### src/sv/imapr_pkg.sv
// ----------------------------------------------------------------------------
// imapr_pkg
// Shared types, reply microprogram and keyword tables of the IMAP command
// line responder.
// ----------------------------------------------------------------------------
package imapr_pkg;

    // Default tag capacity in bytes
    localparam int TAG_MAX_DEF = 32;

    // One received beat
    typedef struct packed {
        logic [7:0] rx_byte;
        logic       connect;
    } t_in_item;

    // One reply beat
    typedef struct packed {
        logic [7:0] reply_byte;
        logic       last_of_reply;
        logic       close_after;
        logic       protocol_error;
    } t_out_item;

    // Command recognized on a line
    typedef enum logic [1:0] {
        REQ_NONE    = 2'd0,
        REQ_UNKNOWN = 2'd1,
        REQ_CAPA    = 2'd2,
        REQ_QUIT    = 2'd3
    } t_req;

    // Micro-operations of the reply sequencer
    typedef enum logic {
        UOP_CHAR = 1'b0,  // emit the constant byte of this word
        UOP_TAG  = 1'b1   // emit tag bytes, then jump to the dispatch address
    } t_uop;

    typedef struct packed {
        t_uop       op;
        logic [7:0] ch;
        logic       last;
        logic       close;
    } t_uword;

    // Microprogram layout: one tag-echo word, then the reply texts
    localparam int ROM_DEPTH = 84;
    localparam int UPC_W     = $clog2(ROM_DEPTH);

    localparam int A_TAG     = 0;
    localparam int A_GREET   = 1;
    localparam int A_NOTAG   = 7;
    localparam int A_OK      = 26;
    localparam int A_BYE     = 31;
    localparam int A_UNK     = 40;
    localparam int A_NOCMD   = 62;

    localparam int END_GREET = 6;
    localparam int END_NOTAG = 25;
    localparam int END_OK    = 30;
    localparam int END_BYE   = 39;
    localparam int END_UNK   = 61;
    localparam int END_NOCMD = 83;

    localparam logic [15:0] CRLF = 16'h0D0A;
    localparam logic [7:0]  CH_CR = 8'h0D;

    // Text bytes, address 0 first (most significant byte)
    localparam logic [8*ROM_DEPTH-1:0] TEXT = {
        8'h00,
        "* OK", CRLF,
        "* ERR MISSING TAG", CRLF,
        " OK", CRLF,
        " OK BYE", CRLF,
        " ERR COMMAND UNKNOWN", CRLF,
        " ERR MISSING COMMAND", CRLF
    };

    localparam logic [79:0] KW_CAP    = "CAPABILITY";
    localparam logic [47:0] KW_LOGOUT = "LOGOUT";

    // Fetch one control word of the reply microprogram
    function automatic t_uword uword(input logic [UPC_W-1:0] a);
        t_uword w;
        int     sel;
        sel     = ROM_DEPTH - 1 - int'(a);
        w.op    = (a == UPC_W'(A_TAG)) ? UOP_TAG : UOP_CHAR;
        w.ch    = TEXT[8*sel +: 8];
        w.last  = (a == UPC_W'(END_GREET)) || (a == UPC_W'(END_NOTAG)) ||
                  (a == UPC_W'(END_OK))    || (a == UPC_W'(END_BYE))   ||
                  (a == UPC_W'(END_UNK))   || (a == UPC_W'(END_NOCMD));
        w.close = (a == UPC_W'(END_BYE));
        return w;
    endfunction

    // Keyword letter matches at a position
    function automatic logic cap_hit(input logic [3:0] p, input logic [7:0] c);
        int sel;
        sel = (p < 4'd10) ? (9 - int'(p)) : 0;
        return (p < 4'd10) && (c == KW_CAP[8*sel +: 8]);
    endfunction

    function automatic logic logout_hit(input logic [3:0] p, input logic [7:0] c);
        int sel;
        sel = (p < 4'd6) ? (5 - int'(p)) : 0;
        return (p < 4'd6) && (c == KW_LOGOUT[8*sel +: 8]);
    endfunction

endpackage

### src/sv/imap_command_line_responder_core.sv
// ----------------------------------------------------------------------------
// imap_command_line_responder_core
// Parses IMAP command lines byte by byte and plays back replies from a
// microcoded reply sequencer.
// ----------------------------------------------------------------------------
// Usage:
//   Input channel (i_in_valid / o_in_stall / i_in_data) carries one received
//   byte per beat, or a connect beat that restarts the parser and asks for
//   the greeting. Output channel (o_out_valid / i_out_stall / o_out_data)
//   carries one reply character per beat, flagged on the last one.
//   Ordinary bytes are taken one per cycle while no reply is pending, and
//   produce no output. A CR or a connect beat starts the reply sequencer:
//   one reply byte per cycle while the output is not stalled. A reply
//   (tag length plus text, at most TAG_MAX + 22 bytes) holds o_in_stall
//   until its last byte is registered. The rate is set by the sequencer,
//   which walks the tag store and the text table one word per cycle. The
//   next byte is taken while the last reply byte still sits in the output register.
//   A stall on the output freezes the output register and the sequencer;
//   the input stays stalled until the last reply byte has been registered.
//   Reset (synchronous, active low) returns the parser to expecting a tag
//   with no reply pending. The tag store is not cleared.
// ----------------------------------------------------------------------------
module imap_command_line_responder_core #(
    parameter int TAG_MAX = imapr_pkg::TAG_MAX_DEF
) (
    input  logic                 i_clk,
    input  logic                 i_rst_n,
    input  logic                 i_in_valid,
    output logic                 o_in_stall,
    input  imapr_pkg::t_in_item  i_in_data,
    output logic                 o_out_valid,
    input  logic                 i_out_stall,
    output imapr_pkg::t_out_item o_out_data
);

    localparam int IDX_W = (TAG_MAX > 1) ? $clog2(TAG_MAX) : 1;
    localparam int LEN_W = $clog2(TAG_MAX + 1);
    localparam int UPC_W = imapr_pkg::UPC_W;

    typedef enum logic [2:0] {
        PH_EXPECT_TAG = 3'd0,
        PH_IN_TAG     = 3'd1,
        PH_EXPECT_KEY = 3'd2,
        PH_IN_KEY     = 3'd3,
        PH_IGNORE     = 3'd4,
        PH_SKIP_ERR   = 3'd5
    } t_phase;

    t_phase               r_phase, n_phase;
    logic [LEN_W-1:0]     r_tag_len, n_tag_len;
    logic [3:0]           r_kw_pos, n_kw_pos;
    logic [1:0]           r_kw_cand, n_kw_cand;
    imapr_pkg::t_req      r_cmd, n_cmd;

    logic                 r_busy, n_busy;
    logic [UPC_W-1:0]     r_upc, n_upc;
    logic [UPC_W-1:0]     r_cont, n_cont;
    logic [IDX_W-1:0]     r_idx, n_idx;
    logic                 r_perr, n_perr;

    logic                 r_out_valid;
    imapr_pkg::t_out_item r_out;

    logic [7:0]           r_mem [TAG_MAX];
    logic [7:0]           r_tag_q;

    logic                 in_acc;
    logic                 adv;
    logic                 mem_we;
    logic [IDX_W-1:0]     mem_wa;
    logic [7:0]           c;
    logic                 is_sp, is_al, is_an;
    logic [3:0]           feed_pos;
    logic [1:0]           feed_cand;
    imapr_pkg::t_req      fin_cmd;
    imapr_pkg::t_req      eol_cmd;
    logic                 has_tag;
    imapr_pkg::t_uword    w;

    assign in_acc = i_in_valid && !o_in_stall;
    assign adv    = r_busy && (!r_out_valid || !i_out_stall);
    assign w      = imapr_pkg::uword(r_upc);

    // Character classes
    assign c     = i_in_data.rx_byte;
    assign is_sp = (c == 8'h20) || (c == 8'h09) || (c == 8'h0A) ||
                   (c == 8'h0B) || (c == 8'h0C);
    assign is_al = ((c >= 8'h41) && (c <= 8'h5A)) || ((c >= 8'h61) && (c <= 8'h7A));
    assign is_an = is_al || ((c >= 8'h30) && (c <= 8'h39));

    // Keyword evaluation on the current state
    always_comb begin
        if (r_kw_cand[0] && (r_kw_pos == 4'd10)) begin
            fin_cmd = imapr_pkg::REQ_CAPA;
        end else if (r_kw_cand[1] && (r_kw_pos == 4'd6)) begin
            fin_cmd = imapr_pkg::REQ_QUIT;
        end else begin
            fin_cmd = imapr_pkg::REQ_UNKNOWN;
        end
        eol_cmd = (r_phase == PH_IN_KEY) ? fin_cmd : r_cmd;
        has_tag = (r_phase == PH_IN_TAG) || (r_phase == PH_EXPECT_KEY) ||
                  (r_phase == PH_IN_KEY) || (r_phase == PH_IGNORE);
        feed_pos  = (r_phase == PH_IN_KEY) ? r_kw_pos : 4'd0;
        feed_cand = (r_phase == PH_IN_KEY) ? r_kw_cand : 2'b11;
    end

    // Parser next state
    always_comb begin
        n_phase   = r_phase;
        n_tag_len = r_tag_len;
        n_kw_pos  = r_kw_pos;
        n_kw_cand = r_kw_cand;
        n_cmd     = r_cmd;
        mem_we    = 1'b0;
        mem_wa    = r_tag_len[IDX_W-1:0];
        if (in_acc) begin
            if (i_in_data.connect || (c == imapr_pkg::CH_CR)) begin
                // Line end or new connection: start a fresh line, keep the
                // tag length for the echo (the next tag restarts it)
                n_phase   = PH_EXPECT_TAG;
                n_kw_pos  = 4'd0;
                n_kw_cand = 2'b11;
                n_cmd     = imapr_pkg::REQ_NONE;
            end else begin
                case (r_phase)
                    PH_EXPECT_TAG: begin
                        if (is_an) begin
                            n_phase   = PH_IN_TAG;
                            mem_we    = 1'b1;
                            mem_wa    = '0;
                            n_tag_len = LEN_W'(1);
                        end else if (!is_sp) begin
                            n_phase = PH_SKIP_ERR;
                        end
                    end
                    PH_IN_TAG, PH_EXPECT_KEY: begin
                        if ((r_phase == PH_IN_TAG) && is_an) begin
                            // Keep tag bytes up to the store size
                            if (r_tag_len < LEN_W'(TAG_MAX)) begin
                                mem_we    = 1'b1;
                                n_tag_len = r_tag_len + LEN_W'(1);
                            end
                        end else if (is_sp) begin
                            n_phase = PH_EXPECT_KEY;
                        end else if (is_al) begin
                            n_phase   = PH_IN_KEY;
                            n_kw_cand = feed_cand & {imapr_pkg::logout_hit(feed_pos, c),
                                                     imapr_pkg::cap_hit(feed_pos, c)};
                            n_kw_pos  = 4'd1;
                        end else begin
                            n_phase = PH_IGNORE;
                        end
                    end
                    PH_IN_KEY: begin
                        if (is_al) begin
                            n_kw_cand = feed_cand & {imapr_pkg::logout_hit(feed_pos, c),
                                                     imapr_pkg::cap_hit(feed_pos, c)};
                            if (r_kw_pos != 4'd15) begin
                                n_kw_pos = r_kw_pos + 4'd1;
                            end
                        end else begin
                            n_cmd   = fin_cmd;
                            n_phase = PH_IGNORE;
                        end
                    end
                    default: begin
                        n_phase = r_phase;
                    end
                endcase
            end
        end
    end

    // Reply sequencer next state
    always_comb begin
        n_busy = r_busy;
        n_upc  = r_upc;
        n_cont = r_cont;
        n_idx  = r_idx;
        n_perr = r_perr;
        if (in_acc && (i_in_data.connect || (c == imapr_pkg::CH_CR))) begin
            n_busy = 1'b1;
            n_idx  = '0;
            n_perr = !i_in_data.connect && (r_phase == PH_SKIP_ERR);
            if (i_in_data.connect) begin
                n_upc = UPC_W'(imapr_pkg::A_GREET);
            end else if (has_tag) begin
                n_upc = UPC_W'(imapr_pkg::A_TAG);
            end else begin
                n_upc = UPC_W'(imapr_pkg::A_NOTAG);
            end
            case (eol_cmd)
                imapr_pkg::REQ_CAPA:    n_cont = UPC_W'(imapr_pkg::A_OK);
                imapr_pkg::REQ_QUIT:    n_cont = UPC_W'(imapr_pkg::A_BYE);
                imapr_pkg::REQ_UNKNOWN: n_cont = UPC_W'(imapr_pkg::A_UNK);
                default:                n_cont = UPC_W'(imapr_pkg::A_NOCMD);
            endcase
        end else if (adv) begin
            if (w.op == imapr_pkg::UOP_TAG) begin
                // Loop over the tag, then jump to the chosen reply text
                if ((LEN_W'(r_idx) + LEN_W'(1)) == r_tag_len) begin
                    n_upc = r_cont;
                end else begin
                    n_idx = r_idx + IDX_W'(1);
                end
            end else if (w.last) begin
                n_busy = 1'b0;
            end else begin
                n_upc = r_upc + UPC_W'(1);
            end
        end
    end

    // Tag store: write one byte, read the next tag byte to emit
    always_ff @(posedge i_clk) begin
        if (mem_we) begin
            r_mem[mem_wa] <= c;
        end
        r_tag_q <= r_mem[n_idx];
    end

    // Hold state and the output register
    always_ff @(posedge i_clk) begin
        if (!i_rst_n) begin
            r_phase     <= PH_EXPECT_TAG;
            r_tag_len   <= '0;
            r_kw_pos    <= 4'd0;
            r_kw_cand   <= 2'b11;
            r_cmd       <= imapr_pkg::REQ_NONE;
            r_busy      <= 1'b0;
            r_upc       <= '0;
            r_cont      <= '0;
            r_idx       <= '0;
            r_perr      <= 1'b0;
            r_out_valid <= 1'b0;
        end else begin
            r_phase   <= n_phase;
            r_tag_len <= n_tag_len;
            r_kw_pos  <= n_kw_pos;
            r_kw_cand <= n_kw_cand;
            r_cmd     <= n_cmd;
            r_busy    <= n_busy;
            r_upc     <= n_upc;
            r_cont    <= n_cont;
            r_idx     <= n_idx;
            r_perr    <= n_perr;
            if (adv) begin
                r_out_valid <= 1'b1;
            end else if (!i_out_stall) begin
                r_out_valid <= 1'b0;
            end
        end
        if (adv) begin
            r_out.reply_byte     <= (w.op == imapr_pkg::UOP_TAG) ? r_tag_q : w.ch;
            r_out.last_of_reply  <= w.last;
            r_out.close_after    <= w.close;
            r_out.protocol_error <= r_perr;
        end
    end

    assign o_in_stall  = r_busy;
    assign o_out_valid = r_out_valid;
    assign o_out_data  = r_out;

endmodule

### config.mk
export PLATFORM = sky130hd
export DESIGN_NAME = imap_command_line_responder_core
export DESIGN_NICKNAME = d
export VERILOG_FILES = /design/src/sv/imapr_pkg.sv /design/src/sv/imap_command_line_responder_core.sv
export SDC_FILE = /design/constraint.sdc
export NUM_CORES = 1
export LEC_CHECK = 0
export BUFFER_PORTS_ARGS = -buffer_cell sky130_fd_sc_hd__buf_2
export CORE_MARGIN = 2
export CORE_UTILIZATION = 46
export CTS_BUF_LIST = sky130_fd_sc_hd__clkbuf_4 sky130_fd_sc_hd__clkbuf_8 sky130_fd_sc_hd__clkbuf_16
export CTS_CLUSTER_DIAMETER = 100
export DETAILED_ROUTE_END_ITERATION = 12
export GPL_ROUTABILITY_DRIVEN = 0
export GPL_TIMING_DRIVEN = 0
export PLACE_DENSITY = 0.63
export SLEW_MARGIN = 30
export SYNTH_ARGS = -nofsm -noshare
export SYNTH_HDL_FRONTEND = slang
export SYNTH_SLANG_ARGS = --single-unit
### constraint.sdc
create_clock -name i_clk -period 3.9 [get_ports i_clk]
set_input_delay 0.78 -clock i_clk [delete_from_list [all_inputs] [get_ports i_clk]]
set_output_delay 0.78 -clock i_clk [all_outputs]
set_load 0.02 [all_outputs]
# After elaboration in Yosys (flattened, before gate mapping)
# Memories as Yosys holds them, arrays and structs flattened. A register that Yosys moved wholly into a read port is not among the register bits.
# Cells that the tools add are included.
dict set report totals {
  word_cells 193
  mem_bits_rw 256
  mem_count 1
  output_inout_bits 13
  ff_bits 50
  inputBits 13
}
dict set report classes {
  reduce_logical 48
  n_bitwise 2
  shift 3
  addsub 8
  eq_ne 41
  order_cmp 9
  muxes 66
}
# memory depth width read_ports rd_ports_with_merged_regs write_ports line
set memory_table {}
lappend memory_table {r_mem 32 8 1 1 1 imap_command_line_responder_core.sv:64} ;# logic [7:0] r_mem [TAG_MAX];
# operator n
set op_table {}
lappend op_table {{$shiftx 672x11->8 const A} 1}
lappend op_table {{$shiftx 80x32->8 const A} 1}
lappend op_table {{$mux 29} 2}
lappend op_table {{$shiftx 48x32->8 const A} 1}
lappend op_table {{$eq 8x4->1 const B} 5}
lappend op_table {{$mux 5} 8}
lappend op_table {{$mux 7} 5}
lappend op_table {{$mux 4} 7}
lappend op_table {{$mux 3} 9}
lappend op_table {{$mux 2} 11}
lappend op_table {{$mux 6} 3}
lappend op_table {{$pmux 6 s3} 1}
lappend op_table {{$eq 8x8->1} 2}
lappend op_table {{$ge 8x7->1 const B} 2}
lappend op_table {{$le 8x7->1 const B} 2}
lappend op_table {{$logic_or 1x1->1} 16}
lappend op_table {{$eq 7x5->1 const B} 2}
lappend op_table {{$eq 7x6->1 const B} 2}
lappend op_table {{$mux 1} 14}
lappend op_table {{$logic_and 1x1->1} 12}
lappend op_table {{$pmux 6 s2} 1}
lappend op_table {{$ne 3x1->1 const B} 3}
lappend op_table {{$ne 3x3->1 const B} 3}
lappend op_table {{$pmux 3 s3} 1}
lappend op_table {{other kinds (46)} 63}

# Longest topological paths before layout
dict set report logic_depth {
  ltp_word 13
  ltp_mapped 16
  ltp_nobuf 12
}

# Worst setup path before layout
# Ideal clock, no wire load.
dict set report synth_path {
  path_kind {input port to flip-flop}
  start {in i_in_data[2] (netlist name)}
  end {mem r_mem[12][0] (enable)}
  setup_slack_ns 0.576
  arrival_time_ns 2.954
  required_time_ns 3.530
  n_path_buf 1
  stages 10
  setup_ns 0.370
  cell_sequence {clkbuf_1 -> nor2b_1 -> a41oi_2 -> nand2_1 -> nor3_1 -> nand2_1 -> nor3b_1 -> nor2b_1 -> a21oi_1 -> nor2_1}
}
dict set report synth_via {
  elab_chain_len 11
  elab_cells_between_ends 25
  cone_classes {order compare: 6; eq/ne: 1; mux: 11; reduce/logical: 7}
}
# item line
set synth_lines {}
lappend synth_lines {{start, declared} imap_command_line_responder_core.sv:30} ;# input imapr_pkg::t_in_item i_in_data,
lappend synth_lines {{$ge 8x7->1 or $le 8x7->1 (tied branches)} imap_command_line_responder_core.sv:88} ;# assign is_al = ((c >= 8'h41) && (c <= 8'h5A)) || ((c >= 8'h61) && (c <= 8'h7A));
lappend synth_lines {{$logic_and 1x1->1} imap_command_line_responder_core.sv:88}
lappend synth_lines {{$logic_or 1x1->1} imap_command_line_responder_core.sv:88}
lappend synth_lines {{$logic_or 1x1->1} imap_command_line_responder_core.sv:89} ;# assign is_an = is_al || ((c >= 8'h30) && (c <= 8'h39));
lappend synth_lines {{$logic_and 1x1->1} imap_command_line_responder_core.sv:137} ;# if ((r_phase == PH_IN_TAG) && is_an) begin
lappend synth_lines {{$mux 1} imap_command_line_responder_core.sv:137}
lappend synth_lines {{$pmux 1 s2} imap_command_line_responder_core.sv:125} ;# case (r_phase)
lappend synth_lines {{$mux 1} imap_command_line_responder_core.sv:117} ;# if (i_in_data.connect || (c == imapr_pkg::CH_CR)) begin
lappend synth_lines {{$mux 1} imap_command_line_responder_core.sv:116} ;# if (in_acc) begin
lappend synth_lines {{$mux 1} imap_command_line_responder_core.sv:216} ;# if (mem_we) begin
lappend synth_lines {{$mux 1 (not written as such)} imap_command_line_responder_core.sv:217} ;# r_mem[mem_wa] <= c;
lappend synth_lines {{end, declared} imap_command_line_responder_core.sv:64}
# Parallel ways exist; a longest one is shown, timed or not.

# Worst setup path in the final report
dict set report layout_path {
  start {in i_in_data[4] (netlist name)}
  end {mem r_mem[7][0] (enable)}
}
# Same word-level chain as after synthesis.

==> results.md <==
* Synth Area in Compound Gates at 17.8%
* Core region area at 32400 µm²
* Maximum vdd ir drop at 439 µV
* Slew margin rel. at 46.1%
* CTS tree: done
* Register area share after synthesis at 59.4%
* Hold Path Class: flop to flop
* Clk sink count at 312
* Clock Skew at 15.8 ps
* Pre-antenna DRT Iters at 5
* Post-Layout Inst Area at 17200 µm²
* Post-Synth Adder-Cell Area at 1.48%
* Worst Path Class, Setup: primary input to flop
* Simple-gate area share of the yosys netlist at 15.6%
* Iteration-0 DRC Markers at 1309
* Final WL at 40.7 mm
* Fin crit share at 96.7%
* Mean area per synthesized cell at 11.0 µm²
* Initial core utilization at 46.4%
* Post-route minimum period at 3770 ps
* All-layer global routing usage at 24.4%
* Largest net degree at the start of global routing at 40
* Rows at 66
* Syn_nets at 1395
* Area grow syn2layout at 14.2%
* Final Util at 53.0%
* CP max stage delay at 540 ps
* Main flop type after synthesis: edfxtp_1
* Initial antenna violation count at 0
* Clock-pin slew on the worst setup and hold paths at 60 ps
* Fmax achieved at 265 MHz
* Startpoint Class: primary input
* Worst Path Required at 4060 ps
* Leak at 5.74 nW
* Layout cell share with drive strength beyond 1 at 13.8%
* Outcome: finished clean
* Cell family with most CP delay: simple AND/OR/NAND/NOR gates
* DIE AREA at 34100 µm²
* Layout fillers at 2890
* Placed Area at 15700 µm²
* Clock root cell: clkbuf_16
* Htree depth at 2
* CTS Buf Count at 35
* Post-synthesis async set-or-reset flop share at 0%
* Clk buf depth at 3
* Max-slew violation count at 0
* Width of the die at 185 µm
* Yosys cell types at 76
* Reg-to-reg slack, setup at 170 ps
* Mapped Area at 15000 µm²
* Detailed placement HPWL at 27.4 mm
* Buf/Inv on CP at 2
* Post-synthesis mux area share at 0.674%
* First-pass GRT wire length at 63.4 mm
* Final nets at 1457
* Vias at 11428
* CP most frequent cell: nand2_1
* Chip height at 185 µm
* Ant. Diodes at 0
* IO Pins at 26
* Worst Path Max Fanout at 33
* Final Hold Vio Count at 0
* Antenna viol nets, final at 0
* Yosys Warn Count at 0
* Final setup fails at 0
* RSZ-0062 raised after global routing: true
* Grt total ovfl at 0
* Mapped Cells at 1365
* Slew @ Worst Pin at 809 ps
* Main combinational cell family by area after synthesis: compound AO/OA/AOI/OAI gates
* Via density at 6.03
* Max Cap Violations at 0
* Yosys reg bits at 312
* Post-synthesis xor/xnor area fraction at 1.63%
* Vias in the first global route at 10784
* Port Buffers at 24
* Number of synthesized flops with an enable pin at 267
* Worst skew pair latency at 540 ps
* Endpoint class of the critical path: flop
* Worst-path cell chain: clkbuf_4, clkbuf_1, nand2_1, o21ai_1, nand2_1, nand2_1, nor2_1, nor2_1, nand3b_1, nor2_2
* WL/cell at 21.5 µm
* Slowest cell on crit path: nor2_2
* Pwr Density at 449 nW/µm²
* Arr. time, crit path at 3930 ps
* DRC at 0
## final timing paths
check / from / end / depth (start not counted)
hold reg to reg: r_perr / o_out_data[0] / 0
setup / recovery: i_in_data[4] / r_mem[7][0] / 10
hold / removal: r_perr / o_out_data[0] / 0
setup reg to reg: r_idx[0] / r_tag_q[1] / 13
## registers in the layout, summed over array words and instances (netlist names), 2 cells and up
name / flops
r_mem: 256
r_upc: 7
r_tag_len: 6
r_idx: 5
r_phase: 3
o_out_data: 11
r_cont: 5
r_kw_cand: 2
r_cmd: 2
r_kw_pos: 4
r_tag_q: 8
## cells in the mapped netlist (all sizes together) (5+ instances only)
cell       n  area (µm²)
a211oi    76         581
a21boi    10        75.1
a21oi     74         370
a22oi     19         143
a311oi    15         131
a31oi     23         144
a32oi      9        78.8
and2      16         100
and3      73         462
buf       36         209
clkbuf    69         259
dfxtp     45         901
edfxtp   267        8020
ha        17         213
inv       16        60.1
nand2    176         666
nand2b     7        43.8
nand3     30         150
nor2     104         390
nor2b     21         131
nor3      39         205
nor3b      5        37.5
o2111ai   11        96.3
o211ai    10        75.1
o21a       7        52.6
o21ai     48         240
o21bai    24         191
o22ai     16         100
o31ai      6        45.0
xnor2     17         149
xor2      11        96.3
## placed cells by master, fill, tap and decap left out, types with 12 or more instances in the layout
cell       netlist  layout
edfxtp_1       267     267
nand2_1        174     172
a211oi_1        74      74
a21oi_1         74      73
nor2_1         104      72
and3_1          72      72
clkbuf_1        69      54
o21ai_0         46      46
dfxtp_1         45      45
buf_2           26      42
nor3_1          37      36
clkbuf_16        0      35
nand3_1         30      28
a31oi_1         23      23
o21bai_1        23      23
nor2b_1         21      20
nor2_4           0      20
a22oi_1         19      19
ha_1            17      17
buf_4            7      16
xnor2_1         17      16
o22ai_1         16      16
and2_1          15      15
a311oi_1        15      15
inv_1           15      14
clkbuf_2         0      13
nor2_2           0      12
## repair_timing
action,CTS,global route
resized for setup,55,46
endpoints found under the setup margin,264,264
buffers inserted,0,3
hold buffers,0,0
## metal layers
| metal | track usage [%] | vias to the layer above | share of wire, % |
|---|---|---|---|
| met3 | 3.08 | 89 | 6.9 |
| met1 | 33.5 | 5532 | 42 |
| met2 | 40.0 | 510 | 48 |
| met5 | 0 | - | 0 |
| met4 | 8.35 | 0 | 3.0 |
| li1 | - | 5297 | - |
## cells by family after synthesis
kind of cell,count (synthesis)
XOR/XNOR,28
AND/OR/NAND/NOR,493
AO/OA/AOI/OAI,385
buffers and inverters,121
multiplexers,8
flip-flops,312
adder cells (fa/ha/maj),18
## final cells by class
class                           instances  area, µm²  share of cell area [%]
Clock buffer                           44        950                    5.53
Sequential cell                       312       8920                    52.0
Multi-Input combinational cell        932       5850                    34.1
Buffer                                103        479                    2.79
Clock inverter                         20        186                    1.09
Inverter                               16       62.6                   0.365
Timing Repair Buffer                   27        160                   0.933
Tap cell                              442        553                    3.22
## metrics by stage
stage                     TNS (ps)  setup WS, ps  power, W  instances  hold WS (ps)
final                            0           128   0.00771       1896           437
after global routing         -6520          -145   0.00794       1896           459
after detailed placement   -285820         -1210   0.00450       1831           424
after global placement     -284120         -1180   0.00450       1831           417
after CTS                        0          3.84   0.00773       1894           437
after floorplan                  0           576   0.00423       1365           408
## where the power goes
part	leakage, nW	switching [W]	internal [W]	total, W
Clock	0.573	0.00135	0.00189	0.00324
Combinational	2.39	0.000539	0.000240	0.000779
Sequential	2.77	0.0000218	0.00366	0.00368
Total	5.74	0.00191	0.00579	0.00771
(Power assumes the default switching activity.)
